`src/rtl/core/lasc_pkg.sv`:
```
// ----------------------------------------------------------------------------
// lasc_pkg
// Shared constants, codes and controller/datapath interface types for the
// local alignment score and traceback core.
// ----------------------------------------------------------------------------
package lasc_pkg;

    // sequence capacity and derived widths
    localparam int MAX_LEN = 32;
    localparam int IDX_W   = $clog2(MAX_LEN);
    localparam int LEN_W   = $clog2(MAX_LEN + 1);
    localparam int DIR_D   = MAX_LEN * MAX_LEN;
    localparam int DIR_AW  = $clog2(DIR_D);
    localparam int SC_W    = 11;
    localparam int CFG_W   = 3;
    localparam logic [7:0] GAP_CHAR  = 8'd45;
    localparam logic [7:0] SCORE_MAX = 8'd255;

    // reset values of the configuration registers
    localparam logic [CFG_W-1:0] MATCH_RST    = 3'd3;
    localparam logic [CFG_W-1:0] MISMATCH_RST = 3'd1;
    localparam logic [CFG_W-1:0] GAP_RST      = 3'd2;

    typedef enum logic [1:0] {
        REG_MATCH    = 2'd0,
        REG_MISMATCH = 2'd1,
        REG_GAP      = 2'd2
    } reg_idx_t;

    typedef enum logic [1:0] {
        ACT_ROW   = 2'd0,
        ACT_COL   = 2'd1,
        ACT_TB    = 2'd2,
        ACT_CLEAR = 2'd3
    } action_t;

    typedef enum logic [1:0] {
        KIND_CELL  = 2'd0,
        KIND_PAIR  = 2'd1,
        KIND_FINAL = 2'd2
    } kind_t;

    typedef enum logic [1:0] {
        DIR_DIAG = 2'd0,
        DIR_UP   = 2'd1,
        DIR_LEFT = 2'd2
    } dir_t;

    // commands from controller to datapath
    typedef struct packed {
        logic load_in;
        logic row_wr;
        logic col_start;
        logic cell_step;
        logic clear;
        logic tb_init;
        logic emit_final;
        logic tb_read;
        logic tb_step;
        logic emit_flag;
    } cmd_t;

    // status from datapath to controller
    typedef struct packed {
        action_t action;
        logic    out_free;
        logic    row_ignore;
        logic    col_full;
        logic    rows_zero;
        logic    last_cell;
        logic    tb_empty;
        logic    tb_done_next;
    } sts_t;

endpackage

```
`src/rtl/core/local_alignment_score_traceback_core.sv`:
```
// ----------------------------------------------------------------------------
// local_alignment_score_traceback_core
// Local alignment scorer with linear gap penalty and traceback.
// ----------------------------------------------------------------------------
// Usage:
//   s_ beats carry an action and a symbol: load row symbol, column symbol,
//   traceback or clear. Row symbols (up to 32) must come before any column.
//   A column symbol yields one beat per stored row with the cell score,
//   top row first; tlast marks the bottom cell. A traceback yields the
//   final bottom-right score, then aligned pairs from the end backwards.
//   An ignored symbol yields one beat with the overflow flag.
//   cfg_we/cfg_index/cfg_data write match bonus, mismatch and gap penalty;
//   write them only while the core is idle.
// Operation:
//   one beat is handled at a time; in a column the cell loop scores one
//   row per cycle while m_ is free, against the score and direction stores.
//   Traceback emits the final score, then reads the direction store and
//   emits one aligned pair per step.
//   A stalled m_ side holds the current beat in the output register and
//   freezes the walk; s_tready drops while a beat is being processed.
//   Reset restores default penalties and empties both sequences.
// ----------------------------------------------------------------------------
module local_alignment_score_traceback_core (
    input  logic                       aclk,
    input  logic                       aresetn,
    // configuration writes
    input  logic                       cfg_we,
    input  logic [1:0]                 cfg_index,
    input  logic [lasc_pkg::CFG_W-1:0] cfg_data,
    // input beats
    input  logic                       s_tvalid,
    output logic                       s_tready,
    input  logic [15:0]                s_tdata,  // action[1:0], symbol[9:2]
    // result beats
    output logic                       m_tvalid,
    input  logic                       m_tready,
    output logic [47:0]                m_tdata,  // kind[1:0], score[9:2], row[15:10],
                                                 // column[21:16], top_char[29:22],
                                                 // top_gap[30], bottom_char[38:31],
                                                 // bottom_gap[39], overflow[40]
    output logic                       m_tlast
);

    lasc_pkg::cmd_t cmd;
    lasc_pkg::sts_t sts;

    lasc_ctrl u_ctrl (
        .aclk     (aclk),
        .aresetn  (aresetn),
        .s_tvalid (s_tvalid),
        .s_tready (s_tready),
        .sts      (sts),
        .cmd      (cmd)
    );

    lasc_dp u_dp (
        .aclk      (aclk),
        .aresetn   (aresetn),
        .cfg_we    (cfg_we),
        .cfg_index (cfg_index),
        .cfg_data  (cfg_data),
        .s_tdata   (s_tdata),
        .m_tvalid  (m_tvalid),
        .m_tready  (m_tready),
        .m_tdata   (m_tdata),
        .m_tlast   (m_tlast),
        .cmd       (cmd),
        .sts       (sts)
    );

endmodule

```
`src/rtl/core/lasc_ram.sv`:
```
// ----------------------------------------------------------------------------
// lasc_ram
// Generic simple dual-port RAM, one write port and one registered read port.
// ----------------------------------------------------------------------------
module lasc_ram #(
    parameter int WIDTH = 8,
    parameter int DEPTH = 32
) (
    input  logic                     aclk,
    input  logic                     wr_en,
    input  logic [$clog2(DEPTH)-1:0] wr_addr,
    input  logic [WIDTH-1:0]         wr_data,
    input  logic                     rd_en,
    input  logic [$clog2(DEPTH)-1:0] rd_addr,
    output logic [WIDTH-1:0]         rd_data
);

    logic [WIDTH-1:0] mem [DEPTH];

    // write port and registered read, data holds while not read
    always_ff @(posedge aclk) begin
        if (wr_en) begin
            mem[wr_addr] <= wr_data;
        end
        if (rd_en) begin
            rd_data <= mem[rd_addr];
        end
    end

endmodule

```
`src/rtl/core/lasc_ctrl.sv`:
```
// ----------------------------------------------------------------------------
// lasc_ctrl
// Sequencer: decodes each accepted beat and steps the datapath through row
// load, column computation, traceback or clear.
// ----------------------------------------------------------------------------
module lasc_ctrl (
    input  logic            aclk,
    input  logic            aresetn,
    input  logic            s_tvalid,
    output logic            s_tready,
    input  lasc_pkg::sts_t  sts,
    output lasc_pkg::cmd_t  cmd
);

    typedef enum logic [6:0] {
        ST_IDLE    = 7'b0000001,
        ST_DECODE  = 7'b0000010,
        ST_FLAG    = 7'b0000100,
        ST_CELL    = 7'b0001000,
        ST_TB_FIN  = 7'b0010000,
        ST_TB_RD   = 7'b0100000,
        ST_TB_EMIT = 7'b1000000
    } state_t;

    state_t state_reg, state_next;

    assign s_tready = (state_reg == ST_IDLE);

    // next state and commands
    always_comb begin
        state_next = state_reg;
        cmd        = '0;
        unique case (state_reg)
            ST_IDLE: begin
                if (s_tvalid) begin
                    cmd.load_in = 1'b1;
                    state_next  = ST_DECODE;
                end
            end
            ST_DECODE: begin
                unique case (sts.action)
                    lasc_pkg::ACT_ROW: begin
                        if (sts.row_ignore) begin
                            state_next = ST_FLAG;
                        end else begin
                            cmd.row_wr = 1'b1;
                            state_next = ST_IDLE;
                        end
                    end
                    lasc_pkg::ACT_COL: begin
                        if (sts.col_full) begin
                            state_next = ST_FLAG;
                        end else begin
                            cmd.col_start = 1'b1;
                            state_next    = sts.rows_zero ? ST_IDLE : ST_CELL;
                        end
                    end
                    lasc_pkg::ACT_TB: begin
                        cmd.tb_init = 1'b1;
                        state_next  = ST_TB_FIN;
                    end
                    default: begin
                        cmd.clear  = 1'b1;
                        state_next = ST_IDLE;
                    end
                endcase
            end
            ST_FLAG: begin
                if (sts.out_free) begin
                    cmd.emit_flag = 1'b1;
                    state_next    = ST_IDLE;
                end
            end
            ST_CELL: begin
                if (sts.out_free) begin
                    cmd.cell_step = 1'b1;
                    if (sts.last_cell) begin
                        state_next = ST_IDLE;
                    end
                end
            end
            ST_TB_FIN: begin
                if (sts.out_free) begin
                    cmd.emit_final = 1'b1;
                    state_next     = sts.tb_empty ? ST_IDLE : ST_TB_RD;
                end
            end
            ST_TB_RD: begin
                cmd.tb_read = 1'b1;
                state_next  = ST_TB_EMIT;
            end
            ST_TB_EMIT: begin
                if (sts.out_free) begin
                    cmd.tb_step = 1'b1;
                    state_next  = sts.tb_done_next ? ST_IDLE : ST_TB_RD;
                end
            end
            default: begin
                state_next = ST_IDLE;
            end
        endcase
    end

    always_ff @(posedge aclk) begin
        if (!aresetn) begin
            state_reg <= ST_IDLE;
        end else begin
            state_reg <= state_next;
        end
    end

endmodule

```
`src/rtl/core/lasc_dp.sv`:
```
// ----------------------------------------------------------------------------
// lasc_dp
// Datapath: configuration, lengths, sequence and score stores, direction
// store, cell scoring unit, traceback walker and the output register.
// ----------------------------------------------------------------------------
module lasc_dp (
    input  logic                          aclk,
    input  logic                          aresetn,
    input  logic                          cfg_we,
    input  logic [1:0]                    cfg_index,
    input  logic [lasc_pkg::CFG_W-1:0]    cfg_data,
    input  logic [15:0]                   s_tdata,
    output logic                          m_tvalid,
    input  logic                          m_tready,
    output logic [47:0]                   m_tdata,
    output logic                          m_tlast,
    input  lasc_pkg::cmd_t                cmd,
    output lasc_pkg::sts_t                sts
);

    localparam int IW = lasc_pkg::IDX_W;
    localparam int LW = lasc_pkg::LEN_W;
    localparam int SW = lasc_pkg::SC_W;
    localparam int AW = lasc_pkg::DIR_AW;

    logic [lasc_pkg::CFG_W-1:0] match_reg, mismatch_reg, gap_reg;
    lasc_pkg::action_t          act_reg;
    logic [7:0]                 sym_reg;
    logic [LW-1:0]              rl_reg, cl_reg, i_reg, j_reg;
    logic [IW-1:0]              col_idx_reg;
    logic [7:0]                 above_reg, diag_reg;
    logic [lasc_pkg::MAX_LEN-1:0] valid_reg;

    // output register
    logic        out_valid_reg, out_last_reg, out_gap_t_reg, out_gap_b_reg, out_ovf_reg;
    logic [1:0]  out_kind_reg;
    logic [7:0]  out_score_reg, out_tch_reg, out_bch_reg;
    logic [5:0]  out_row_reg, out_col_reg;

    // next contents of the output register
    logic        out_last_next, out_gap_t_next, out_gap_b_next, out_ovf_next;
    logic [1:0]  out_kind_next;
    logic [7:0]  out_score_next, out_tch_next, out_bch_next;
    logic [5:0]  out_row_next, out_col_next;
    logic        out_load;

    // store ports
    logic [7:0]  row_rdata, col_rdata, prv_rdata;
    logic [1:0]  dir_rdata;
    logic [IW-1:0] row_raddr, prv_raddr;
    logic [AW-1:0] dir_waddr, dir_raddr;
    logic        row_ren, prv_ren;

    logic [LW-1:0] im1, jm1, rlm1;
    logic          out_free;
    logic          left_valid, fin_valid;
    logic          walk_done;
    logic [7:0]    left_src, best_sc;
    logic signed [SW-1:0] up_s, left_s, diag_s, best_s;
    lasc_pkg::dir_t best_dir, tb_dir;

    assign im1  = i_reg - LW'(1);
    assign jm1  = j_reg - LW'(1);
    assign rlm1 = rl_reg - LW'(1);
    assign out_free = !out_valid_reg || m_tready;

    // status to the controller
    assign sts.action       = act_reg;
    assign sts.out_free     = out_free;
    assign sts.row_ignore   = (rl_reg == LW'(lasc_pkg::MAX_LEN)) || (cl_reg != '0);
    assign sts.col_full     = (cl_reg == LW'(lasc_pkg::MAX_LEN));
    assign sts.rows_zero    = (rl_reg == '0);
    assign sts.last_cell    = (i_reg == rl_reg);
    assign sts.tb_empty     = (rl_reg == '0) || (cl_reg == '0);
    assign sts.tb_done_next = walk_done;

    // traceback step direction and end of walk
    assign tb_dir = lasc_pkg::dir_t'(dir_rdata);
    always_comb begin
        case (tb_dir)
            lasc_pkg::DIR_DIAG: walk_done = (i_reg == LW'(1)) || (j_reg == LW'(1));
            lasc_pkg::DIR_UP:   walk_done = (i_reg == LW'(1));
            default:            walk_done = (j_reg == LW'(1));
        endcase
    end

    // store addressing
    assign row_ren   = cmd.col_start || cmd.cell_step || cmd.tb_read;
    assign row_raddr = cmd.tb_read ? im1[IW-1:0] : (cmd.col_start ? '0 : i_reg[IW-1:0]);
    assign prv_ren   = cmd.col_start || cmd.cell_step || cmd.tb_init;
    assign prv_raddr = cmd.tb_init ? rlm1[IW-1:0] : (cmd.col_start ? '0 : i_reg[IW-1:0]);
    assign dir_waddr = AW'(im1[IW-1:0]) * AW'(lasc_pkg::MAX_LEN) + AW'(col_idx_reg);
    assign dir_raddr = AW'(im1[IW-1:0]) * AW'(lasc_pkg::MAX_LEN) + AW'(jm1[IW-1:0]);

    lasc_ram #(.WIDTH(8), .DEPTH(lasc_pkg::MAX_LEN)) u_row_ram (
        .aclk    (aclk),
        .wr_en   (cmd.row_wr),
        .wr_addr (rl_reg[IW-1:0]),
        .wr_data (sym_reg),
        .rd_en   (row_ren),
        .rd_addr (row_raddr),
        .rd_data (row_rdata)
    );

    lasc_ram #(.WIDTH(8), .DEPTH(lasc_pkg::MAX_LEN)) u_col_ram (
        .aclk    (aclk),
        .wr_en   (cmd.col_start),
        .wr_addr (cl_reg[IW-1:0]),
        .wr_data (sym_reg),
        .rd_en   (cmd.tb_read),
        .rd_addr (jm1[IW-1:0]),
        .rd_data (col_rdata)
    );

    lasc_ram #(.WIDTH(8), .DEPTH(lasc_pkg::MAX_LEN)) u_prv_ram (
        .aclk    (aclk),
        .wr_en   (cmd.cell_step),
        .wr_addr (im1[IW-1:0]),
        .wr_data (best_sc),
        .rd_en   (prv_ren),
        .rd_addr (prv_raddr),
        .rd_data (prv_rdata)
    );

    lasc_ram #(.WIDTH(2), .DEPTH(lasc_pkg::DIR_D)) u_dir_ram (
        .aclk    (aclk),
        .wr_en   (cmd.cell_step),
        .wr_addr (dir_waddr),
        .wr_data (best_dir),
        .rd_en   (cmd.tb_read),
        .rd_addr (dir_raddr),
        .rd_data (dir_rdata)
    );

    // cell scoring: unwritten previous scores read as zero
    assign left_valid = valid_reg[im1[IW-1:0]];
    assign fin_valid  = valid_reg[rlm1[IW-1:0]];
    assign left_src   = left_valid ? prv_rdata : 8'd0;

    always_comb begin
        up_s   = $signed({{(SW-8){1'b0}}, above_reg}) - $signed(SW'(gap_reg));
        left_s = $signed({{(SW-8){1'b0}}, left_src}) - $signed(SW'(gap_reg));
        if (row_rdata == sym_reg) begin
            diag_s = $signed({{(SW-8){1'b0}}, diag_reg}) + $signed(SW'(match_reg));
        end else begin
            diag_s = $signed({{(SW-8){1'b0}}, diag_reg}) - $signed(SW'(mismatch_reg));
        end
        // edge rules, then best of diagonal, up, left in tie order
        if (i_reg == LW'(1) && col_idx_reg == '0) begin
            best_s = diag_s;  best_dir = lasc_pkg::DIR_DIAG;
        end else if (i_reg == LW'(1)) begin
            best_s = left_s;  best_dir = lasc_pkg::DIR_LEFT;
        end else if (col_idx_reg == '0) begin
            best_s = up_s;    best_dir = lasc_pkg::DIR_UP;
        end else if (diag_s >= up_s && diag_s >= left_s) begin
            best_s = diag_s;  best_dir = lasc_pkg::DIR_DIAG;
        end else if (up_s >= left_s) begin
            best_s = up_s;    best_dir = lasc_pkg::DIR_UP;
        end else begin
            best_s = left_s;  best_dir = lasc_pkg::DIR_LEFT;
        end
        // clamp to byte range
        if (best_s < 0) begin
            best_sc = 8'd0;
        end else if (best_s > $signed(SW'(lasc_pkg::SCORE_MAX))) begin
            best_sc = lasc_pkg::SCORE_MAX;
        end else begin
            best_sc = best_s[7:0];
        end
    end

    // configuration registers
    always_ff @(posedge aclk) begin
        if (!aresetn) begin
            match_reg    <= lasc_pkg::MATCH_RST;
            mismatch_reg <= lasc_pkg::MISMATCH_RST;
            gap_reg      <= lasc_pkg::GAP_RST;
        end else if (cfg_we) begin
            case (lasc_pkg::reg_idx_t'(cfg_index))
                lasc_pkg::REG_MATCH:    match_reg    <= cfg_data;
                lasc_pkg::REG_MISMATCH: mismatch_reg <= cfg_data;
                lasc_pkg::REG_GAP:      gap_reg      <= cfg_data;
                default: ;
            endcase
        end
    end

    // lengths and valid bits
    always_ff @(posedge aclk) begin
        if (!aresetn) begin
            rl_reg    <= '0;
            cl_reg    <= '0;
            valid_reg <= '0;
        end else begin
            if (cmd.clear) begin
                rl_reg    <= '0;
                cl_reg    <= '0;
                valid_reg <= '0;
            end
            if (cmd.row_wr) begin
                rl_reg <= rl_reg + LW'(1);
            end
            if (cmd.col_start) begin
                cl_reg <= cl_reg + LW'(1);
            end
            if (cmd.cell_step) begin
                valid_reg[im1[IW-1:0]] <= 1'b1;
            end
        end
    end

    // input beat latch and working registers
    always_ff @(posedge aclk) begin
        if (cmd.load_in) begin
            act_reg <= lasc_pkg::action_t'(s_tdata[1:0]);
            sym_reg <= s_tdata[9:2];
        end
        if (cmd.col_start) begin
            col_idx_reg <= cl_reg[IW-1:0];
            i_reg       <= LW'(1);
            above_reg   <= 8'd0;
            diag_reg    <= 8'd0;
        end
        if (cmd.cell_step) begin
            i_reg     <= i_reg + LW'(1);
            above_reg <= best_sc;
            diag_reg  <= left_src;
        end
        if (cmd.tb_init) begin
            i_reg <= rl_reg;
            j_reg <= cl_reg;
        end
        if (cmd.tb_step) begin
            case (tb_dir)
                lasc_pkg::DIR_DIAG: begin
                    i_reg <= im1;
                    j_reg <= jm1;
                end
                lasc_pkg::DIR_UP: i_reg <= im1;
                default:          j_reg <= jm1;
            endcase
        end
    end

    // output register: loads a new beat when empty or being taken
    assign out_load = cmd.emit_flag || cmd.cell_step || cmd.emit_final || cmd.tb_step;

    always_ff @(posedge aclk) begin
        if (!aresetn) begin
            out_valid_reg <= 1'b0;
        end else if (out_load) begin
            out_valid_reg <= 1'b1;
        end else if (m_tready) begin
            out_valid_reg <= 1'b0;
        end
    end

    // fields of the next result beat
    always_comb begin
        out_kind_next  = lasc_pkg::KIND_CELL;
        out_score_next = 8'd0;
        out_row_next   = 6'd0;
        out_col_next   = 6'd0;
        out_tch_next   = 8'd0;
        out_gap_t_next = 1'b0;
        out_bch_next   = 8'd0;
        out_gap_b_next = 1'b0;
        out_ovf_next   = 1'b0;
        out_last_next  = 1'b1;
        if (cmd.emit_flag) begin
            out_ovf_next = 1'b1;
        end
        if (cmd.cell_step) begin
            out_score_next = best_sc;
            out_row_next   = 6'(i_reg);
            out_col_next   = 6'(col_idx_reg) + 6'd1;
            out_last_next  = (i_reg == rl_reg);
        end
        if (cmd.emit_final) begin
            out_kind_next  = lasc_pkg::KIND_FINAL;
            out_score_next = (!sts.tb_empty && fin_valid) ? prv_rdata : 8'd0;
            out_row_next   = 6'(rl_reg);
            out_col_next   = 6'(cl_reg);
            out_last_next  = sts.tb_empty;
        end
        if (cmd.tb_step) begin
            out_kind_next = lasc_pkg::KIND_PAIR;
            out_row_next  = 6'(i_reg);
            out_col_next  = 6'(j_reg);
            out_last_next = walk_done;
            case (tb_dir)
                lasc_pkg::DIR_DIAG: begin
                    out_tch_next = row_rdata;
                    out_bch_next = col_rdata;
                end
                lasc_pkg::DIR_UP: begin
                    out_tch_next   = row_rdata;
                    out_bch_next   = lasc_pkg::GAP_CHAR;
                    out_gap_b_next = 1'b1;
                end
                default: begin
                    out_tch_next   = lasc_pkg::GAP_CHAR;
                    out_gap_t_next = 1'b1;
                    out_bch_next   = col_rdata;
                end
            endcase
        end
    end

    always_ff @(posedge aclk) begin
        if (out_load) begin
            out_kind_reg  <= out_kind_next;
            out_score_reg <= out_score_next;
            out_row_reg   <= out_row_next;
            out_col_reg   <= out_col_next;
            out_tch_reg   <= out_tch_next;
            out_gap_t_reg <= out_gap_t_next;
            out_bch_reg   <= out_bch_next;
            out_gap_b_reg <= out_gap_b_next;
            out_ovf_reg   <= out_ovf_next;
            out_last_reg  <= out_last_next;
        end
    end

    assign m_tvalid = out_valid_reg;
    assign m_tlast  = out_last_reg;
    assign m_tdata  = {7'd0, out_ovf_reg, out_gap_b_reg, out_bch_reg, out_gap_t_reg,
                       out_tch_reg, out_col_reg, out_row_reg, out_score_reg, out_kind_reg};

endmodule

```
`config.mk`:
```
export PLATFORM = sky130hd
export DESIGN_NAME = local_alignment_score_traceback_core
export DESIGN_NICKNAME = d
export VERILOG_FILES = /design/src/rtl/core/lasc_pkg.sv /design/src/rtl/core/local_alignment_score_traceback_core.sv /design/src/rtl/core/lasc_ram.sv /design/src/rtl/core/lasc_ctrl.sv /design/src/rtl/core/lasc_dp.sv
export SDC_FILE = /design/constraint.sdc
export NUM_CORES = 2
export LEC_CHECK = 0
export BUFFER_PORTS_ARGS = -buffer_cell sky130_fd_sc_hd__buf_4
export CORE_MARGIN = 4
export CORE_UTILIZATION = 30
export DETAILED_ROUTE_END_ITERATION = 6
export GPL_TIMING_DRIVEN = 0
export PLACE_DENSITY_LB_ADDON = 0.08
export SYNTH_ARGS = -nofsm -noshare
export SYNTH_HDL_FRONTEND = slang
export SYNTH_SLANG_ARGS = --single-unit
```
`constraint.sdc`:
```
create_clock -name aclk -period 58.1 [get_ports aclk]
set_input_delay 14.525 -clock aclk [delete_from_list [all_inputs] [get_ports aclk]]
set_output_delay 14.525 -clock aclk [all_outputs]
set_load 0.05 [all_outputs]
```
# Word-level counts from Yosys, hierarchy flattened
# Memory sizes are Yosys's and may differ from the RTL's. A register that Yosys moved wholly into a read port is not among the register bits.
# Index checks and enable logic that the tools add are counted.
classes:
  n_addsub: 13
  multipliers: 0
  n_div: 0
  n_lt_le_gt_ge: 8
  eq_ne: 24
  n_shift: 0
  mux: 96
  n_bitwise: 2
  reduce_logical: 35
ops:
  columns: ["op", "n"]
  rows:
  - ["2-to-1 mux 6 bit", 21]
  - ["2-to-1 mux 32 bit", 3]
  - ["2-to-1 mux 8 bit", 9]
  - ["2-to-1 mux 11 bit", 6]
  - ["2-to-1 mux 7 bit", 7]
  - ["one-hot mux 7 bit (7 select lines)", 1]
  - [">= comparator 11 bit", 3]
  - ["OR 32 bit", 1]
  - ["2-to-1 mux 1 bit", 31]
  - ["subtractor 8 x 3 -> 9 bit", 3]
  - ["one-hot mux 7 bit (3 select lines)", 1]
  - ["adder 10 x 5 -> 10 bit", 2]
  - ["adder 6 x 1 -> 6 bit, second input constant", 3]
  - ["2-to-1 mux 2 bit", 8]
  - ["2-to-1 mux 5 bit", 3]
  - ["== test 6 x 1 -> 1 bit, second input constant", 2]
  - ["== test 6 bit, second input constant", 2]
  - ["logical NOT 6 bit", 2]
  - ["less-than comparator 5 x 6 -> 1 bit, second input constant", 2]
  - ["subtractor 6 x 1 -> 6 bit, second input constant", 2]
  - ["> comparator 11 x 9 -> 1 bit, second input constant", 1]
  - ["less-than comparator 11 x 1 -> 1 bit, second input constant", 1]
  - ["binary-select mux 1 bit (select 5 bit)", 2]
  - ["logical OR 1 bit", 10]
  - ["other kinds (32)", 52]
word_totals:
  register_bits: 146
  latch_bits: 0
  ramBits: 2816
  mem_bits_ro: 0
  wordCells: 209
  n_memories: 4
memory_table:
  columns: ["name", "words", "word_bits", "rd", "rd_clocked_by_memory_dff", "wr", "line", "rtl"]
  rows:
  - ["u_dp.u_dir_ram.mem", 1024, 2, 1, 1, 1, "lasc_ram.sv:18", "logic [WIDTH-1:0] mem [DEPTH];"]
  - ["u_dp.u_col_ram.mem", 32, 8, 1, 1, 1, "lasc_ram.sv:18", null]
  - ["u_dp.u_prv_ram.mem", 32, 8, 1, 1, 1, "lasc_ram.sv:18", null]
  - ["u_dp.u_row_ram.mem", 32, 8, 1, 1, 1, "lasc_ram.sv:18", null]

# Longest topological paths before layout
logic_depth:
  ltp_word: 16
  mapped_depth: 34

# By module
# A second synthesis with hierarchy kept.
hier_totals:
  cells_unflattened: 7104
  hier_area_um2: 123982.7
by_module_without_submodules:
  columns: ["module", "n_inst", "cells_per_inst", "area_each_um2", "seq_area_each_um2"]
  rows:
  - ["lasc_ram (u_dp.u_dir_ram)", 1, 4793, 83777.8, 61559.0]
  - ["lasc_ram (u_dp.u_col_ram ...)", 3, 417, 10133.5, 7927.6]
  - ["lasc_dp", 1, 987, 9211.3, 3513.4]
  - ["lasc_ctrl", 1, 73, 593.1, 140.1]

# Least setup slack after synthesis
# No wires, ideal clock.
synth_path:
  kind: "register to register"
  from: "reg u_dp.i_reg[0]"
  to: "mem u_dp.u_dir_ram.mem[0][1], data pin"
  setup_ns: 2.862
  t_arrival_ns: 18.931
  required_time_ns: 55.238
  slack_ns: 36.306
  stages_incl_launch_ff: 31
  synth_period_minus_slack_ns: 21.794
  cell_sequence: "dfxtp_1 > buf_6 > buf_6 > clkbuf_1 > buf_1 > inv_1 > ha_1 > buf_2 > mux4_2 > mux2i_1 > o31ai_2 > and4_4 > buf_6 > clkbuf_1 > nand2_1 > ha_1 > inv_1 > fa_1 > a21o_1 > o21ai_0 > nor2_1 > a21oi_1 > ha_1 > a21oi_1 > o21ai_0 > a211oi_1 > o32ai_1 > a32oi_4 > buf_2 > a21o_1 > and2_1"
synth_via:
  elab_chain_len: 11
  elab_cells_between_ends: 15
synth_rtl:
  columns: ["element", "line", "rtl"]
  rows:
  - ["start, declared", "lasc_dp.sv:29", "logic [LW-1:0] rl_reg, cl_reg, i_reg, j_reg;"]
  - ["start signal, assigned", "lasc_dp.sv:225", "i_reg <= i_reg + LW'(1);"]
  - ["start signal, assigned", "lasc_dp.sv:230", "i_reg <= rl_reg;"]
  - ["start signal, assigned", "lasc_dp.sv:236", "i_reg <= im1;"]
  - ["subtractor 6 x 1 -> 6 bit", "lasc_dp.sv:62", "assign im1 = i_reg - LW'(1);"]
  - ["binary-select mux 1 bit (select 5 bit)", "lasc_dp.sv:136", "assign left_valid = valid_reg[im1[IW-1:0]];"]
  - ["2-to-1 mux 1 bit (implied by the code)", "lasc_dp.sv:136", null]
  - ["2-to-1 mux 8 bit", "lasc_dp.sv:138", "assign left_src = left_valid ? prv_rdata : 8'd0;"]
  - ["subtractor 8 x 3 -> 9 bit", "lasc_dp.sv:142", "left_s = $signed({{(SW-8){1'b0}}, left_src}) - $signed(SW'(gap_reg));"]
  - [">= comparator 11 bit (on tied branches)", "lasc_dp.sv:157, lasc_dp.sv:155", null]
  - ["2-to-1 mux 2 bit / logical AND 1 bit (equally long branches)", "lasc_dp.sv:157, lasc_dp.sv:155", null]
  - ["2-to-1 mux 2 bit", "lasc_dp.sv:155", "end else if (diag_s >= up_s && diag_s >= left_s) begin"]
  - ["2-to-1 mux 2 bit", "lasc_dp.sv:153", "end else if (col_idx_reg == '0) begin"]
  - ["2-to-1 mux 2 bit", "lasc_dp.sv:151", "end else if (i_reg == LW'(1)) begin"]
  - ["2-to-1 mux 2 bit (*)", "lasc_dp.sv:149", "if (i_reg == LW'(1) && col_idx_reg == '0) begin"]
  - ["via u_dp.best_dir[1]", "lasc_dp.sv:60", "lasc_pkg::dir_t best_dir, tb_dir;"]
  - ["end, declared", "lasc_ram.sv:18", null]
# The timed path passes the listed nets; every way through them passes the cells marked *. The select of a mux whose other input is x is not followed.

# Final worst setup path
layout_path:
  from: "in m_tready"
  to: "mem u_dp.u_prv_ram.mem[28][3] (enable)"
layout_via:
  elab_chain_len: 5
layout_rtl:
  columns: ["element", "line", "rtl"]
  rows:
  - ["start, declared", "local_alignment_score_traceback_core.sv:36", "input logic m_tready,"]
  - ["logical OR 1 bit", "lasc_dp.sv:65", "assign out_free = !out_valid_reg || m_tready;"]
  - ["2-to-1 mux 1 bit", "lasc_ctrl.sv:75", "if (sts.out_free) begin"]
  - ["2-to-1 mux 1 bit", "lasc_ctrl.sv:33", "unique case (state_reg)"]
  - ["2-to-1 mux 1 bit", "lasc_ram.sv:22", "if (wr_en) begin"]
  - ["2-to-1 mux 1 bit (implied by the code)", "lasc_ram.sv:23", "mem[wr_addr] <= wr_data;"]
  - ["end, declared", "lasc_ram.sv:18", null]
# Every way passes these cells.

==> metrics.md <==
| Metric | Value |
|---|---|
| Status | `complete, but fails checks` |
| Hold-fix buffer count after cts | `0` |
| Area of the placeable core | `about 0.41 mm²` |
| First-pass GRT wire length | `645000 µm` |
| Hold Crit Class | `reg2reg` |
| Synthesized-area fraction occupied by adder cells | `0.00643` |
| Initial antenna violation count | `61` |
| Setup WS post-layout | `40.39 ns` |
| Number of nets in the final layout | `between 7000 and 8000` |
| Highest cell delay on the worst timing path | `roughly 1.1 ns` |
| Number of filler instances in the final layout | `38120` |
| Number of buffers and inverters on the critical path | `4` |
| Buffers added on ports | `between 60 and 70` |
| Sinks on Clock Net | `between 2000 and 3000` |
| Sequential area share after synthesis | `0.723` |
| Starting utilization of the core area | `0.302` |
| Routability congestion estimate from global placement | `around 0.85` |
| DR pass1 iterations | `6` |
| # rows | `234` |
| Final-report hold violation count | `0` |
| Number of flip-flops in the largest register | `between 2000 and 2500` |
| Die width | `648 µm` |
| Sort of element at the end of the critical path | `register` |
| Highest fanout seen on the critical path | `10` |
| Via count of the first global-routing pass | `around 71000` |
| Setup repair after global routing missed its margin | `no` |
| Maximum root-to-sink buffer count | `4` |
| Mean routed wirelength per cell | `about 37 µm` |
| Static power due to leakage | `roughly 46 nW` |
| Mean instance size in the synthesized netlist | `17.8 µm²` |
| Critical path data required time | `about 59 ns` |
| Final max-slew violation count | `11` |
| Post-CTS setup buffers | `0` |
| Max stage delay cell, worst path | `sky130_fd_sc_hd__clkbuf_1` |
| Share of cells above drive strength 1 | `0.238` |
| Via total after detailed routing | `~70000` |
| Most frequent cell on the critical path | `sky130_fd_sc_hd__clkbuf_1` |
| Final setup vio count | `0` |
| Layout Cells excl Fill | `13197` |
| WHS | `just under 0.5 ns` |
| Asr flop ratio synth | `0` |
| Warnings, synthesis | `0` |
| Root Buffer Master | `sky130_fd_sc_hd__clkbuf_16` |
| Clock tree from TritonCTS | `done` |
| Cell breakdown of the critical path | `buf_4 > nor2b_1 > nor2_1 > and2_1 > clkbuf_1 > nand2_1 > clkbuf_1 > inv_1` |
| HPWL Detailed | `336000 µm` |
| Max cap viols | `1` |
| Count of different cell masters after synthesis | `95` |
| Number of primary I/O pins | `77` |
| EDFF count, synth | `roughly 2900` |
| Final worst path period need | `17.71 ns` |
| Largest register by flop count | `u_dp.u_dir_ram.mem` |
| Cell count after synthesis | `just under 7000` |
| Dominant combinational cell family by area after synthesis | `multiplexers` |
| Post-detailed-routing wire length | `484000 µm` |
| Setup WS pre-CTS | `slightly below 40 ns` |
| Total global-route track usage | `0.227` |
| Leftover overflow at the end of global routing | `0` |
| Placed instance count | `roughly 13000` |
| Period Utilization, post-route | `0.305` |
| Max frequency | `approximately 0.056 GHz` |
| Detail Route Antenna Nets | `0` |
| Vias/cell | `5.32` |
| Violated checks | `capacitance limit, slew limit` |
| Die outline area | `0.420 mm²` |
| Slew at the pin with the worst max-slew slack | `roughly 1.5 ns` |
| Clk Latency, worst-skew pair | `0.96 ns` |
| Power density over cell area | `57.3 mW/mm²` |
| Critical path startpoint category | `primary input` |
| Relative slew slack | `-0.00829` |
| Height of the chip | `approximately 650 µm` |
| Total negative slack | `0 ns` |
| Syn-to-layout area delta | `18.0%` |
| CTS H-Tree Depth | `5` |
| Mux contribution to synthesized area | `0.157` |
| Post-cts repair resize count | `0` |
| Worst path top cell family by delay | `buffers and inverters` |
| Arrival time worst endpoint | `18.29 ns` |
| Synth Cell Area | `0.123 mm²` |
| CTS clk-pin slew, worst paths | `0.06 ns` |
| Most used flip-flop cell after synthesis | `sky130_fd_sc_hd__edfxtp_1` |
| Largest clock skew in the final design | `between 0.05 and 0.06 ns` |
| Crit Path Class | `in2reg` |
| Remaining routing DRC violations | `0` |
| Compound-cell area share of the yosys netlist | `0.0270` |
| Maximum number of pins on one net before global-route repair | `95` |
| TritonCTS Buffers | `approximately 350` |
| Synthesized-area fraction occupied by and/or/nand/nor cells | `0.0632` |
| Largest voltage drop on the vdd net | `approximately 0.060 mV` |
| Total power after layout | `8.32 mW` |
| 1st-iter DRT viols | `~9000` |
| Xor/xnor share of the synthesized area | `0.00363` |
| Synthesis-stage register bit count | `approximately 3000` |
[per-stage QoR]
step           utilization  cell area (µm²)
2_1_floorplan            -           123000
3_3_place_gp         0.320           130000
3_5_place_dp         0.329           134000
4_1_cts              0.357           145000
5_1_grt              0.357           145000
6_report             0.357           145000
[final cells by class]
class | instances | area (µm²) | area share
tap | 5428 | 6790 | 0.0468
inverter | 82 | 308 | 0.00212
buffer | 522 | 2340 | 0.0161
sequential | 2988 | 89000 | 0.613
clock buffer | 437 | 9150 | 0.0630
multi-input combinational | 3331 | 31800 | 0.219
clock inverter | 194 | 1890 | 0.0130
antenna | 7 | 17.5 | 0.000121
timing repair buffer | 208 | 3930 | 0.0271
[worst paths after layout]
| path | cells after the start | to | startpoint | slack, ns |
|---|---|---|---|---|
| worst max-delay path | 8 | u_dp.u_prv_ram.mem[28][3] | m_tready | 40.39 |
| worst min register to register | 2 | u_dp.valid_reg[20] | u_dp.valid_reg[20] | 0.48 |
| worst min-delay path | 2 | u_dp.valid_reg[20] | u_dp.valid_reg[20] | 0.48 |
| worst max register to register | 34 | u_dp.u_dir_ram.mem[211][1] | u_dp.i_reg[0] | 47.72 |
[power by group]
group	total, mW	internal (mW)	switching, mW
sequential	3.24	3.23	0.00513
combinational	2.91	0.896	2.02
clock	2.17	1.25	0.919
[logic make-up after synthesis]
group / Yosys count
flops: 2988
simple gates: 1870
mux: 885
buf+inv: 604
compound gates: 460
fa+ha+maj: 61
xor+xnor: 48
other cells: 1
[cells in the mapped netlist, types with 18 or more instances]
cell / count / area (µm²)
sky130_fd_sc_hd__or3_1: 23 / 144
sky130_fd_sc_hd__edfxtp_1: 2915 / 87500
sky130_fd_sc_hd__buf_2: 24 / 120
sky130_fd_sc_hd__ha_1: 56 / 701
sky130_fd_sc_hd__and2_0: 18 / 113
sky130_fd_sc_hd__clkbuf_1: 405 / 1520
sky130_fd_sc_hd__a311oi_1: 50 / 438
sky130_fd_sc_hd__nor2b_1: 28 / 175
sky130_fd_sc_hd__nand3_1: 59 / 295
sky130_fd_sc_hd__o21ai_0: 67 / 335
sky130_fd_sc_hd__xnor2_1: 35 / 307
sky130_fd_sc_hd__mux2i_1: 36 / 360
sky130_fd_sc_hd__a31oi_1: 20 / 125
sky130_fd_sc_hd__a21boi_0: 35 / 263
sky130_fd_sc_hd__nor2_1: 1232 / 4620
sky130_fd_sc_hd__o211ai_1: 18 / 135
sky130_fd_sc_hd__dfxtp_1: 73 / 1460
sky130_fd_sc_hd__a211oi_1: 98 / 736
sky130_fd_sc_hd__nand2_1: 329 / 1230
sky130_fd_sc_hd__inv_1: 80 / 300
sky130_fd_sc_hd__buf_1: 76 / 285
sky130_fd_sc_hd__nor3_1: 19 / 95.1
sky130_fd_sc_hd__and2_1: 78 / 488
sky130_fd_sc_hd__mux4_2: 834 / 18800
sky130_fd_sc_hd__a21oi_1: 51 / 255
[worst reg2reg max path, delay by kind of cell, from the launching register on]
family / cells / cell delay, ns
adders and majority gates: 3 / 0.83
buffers and inverters: 14 / 4.57
and+or+nand+nor: 9 / 1.77
AOI/OAI and AO/OA: 6 / 1.33
DFF: 1 / 0.49
xor gates and xnor gates: 2 / 1.09
[layout by cell type (no fill, tap or decap), drive strengths merged, types with 12 or more instances in the layout]
master and n:
o21a 12, and3 16, o211ai 18, and2 96, a21boi 36, a21oi 55
a21o 12, xor2 12, nand2b 12, o21ai 78, mux4 834, nand2 329
edfxtp 2915, nand3 59, nand3b 14, a211oi 98, a31oi 20, nor2b 28
clkbuf 842, mux2 14, nor2 1232, o31ai 17, a311oi 50, nor3 21
mux2i 37, inv 96, xnor2 36, dfxtp 73, or3 24, ha 56
clkinv 141, bufinv 29, buf 325
[layer usage]
layer	vias to the layer above	GRT usage	routed length [µm]
met5	-	0	22
met2	2906	0.367	228000
met3	624	0.0337	31100
met4	4	0.0645	15300
met1	38239	0.319	209000
li1	28430	-	-
No activity file was read; power rests on OpenSTA's default activity.
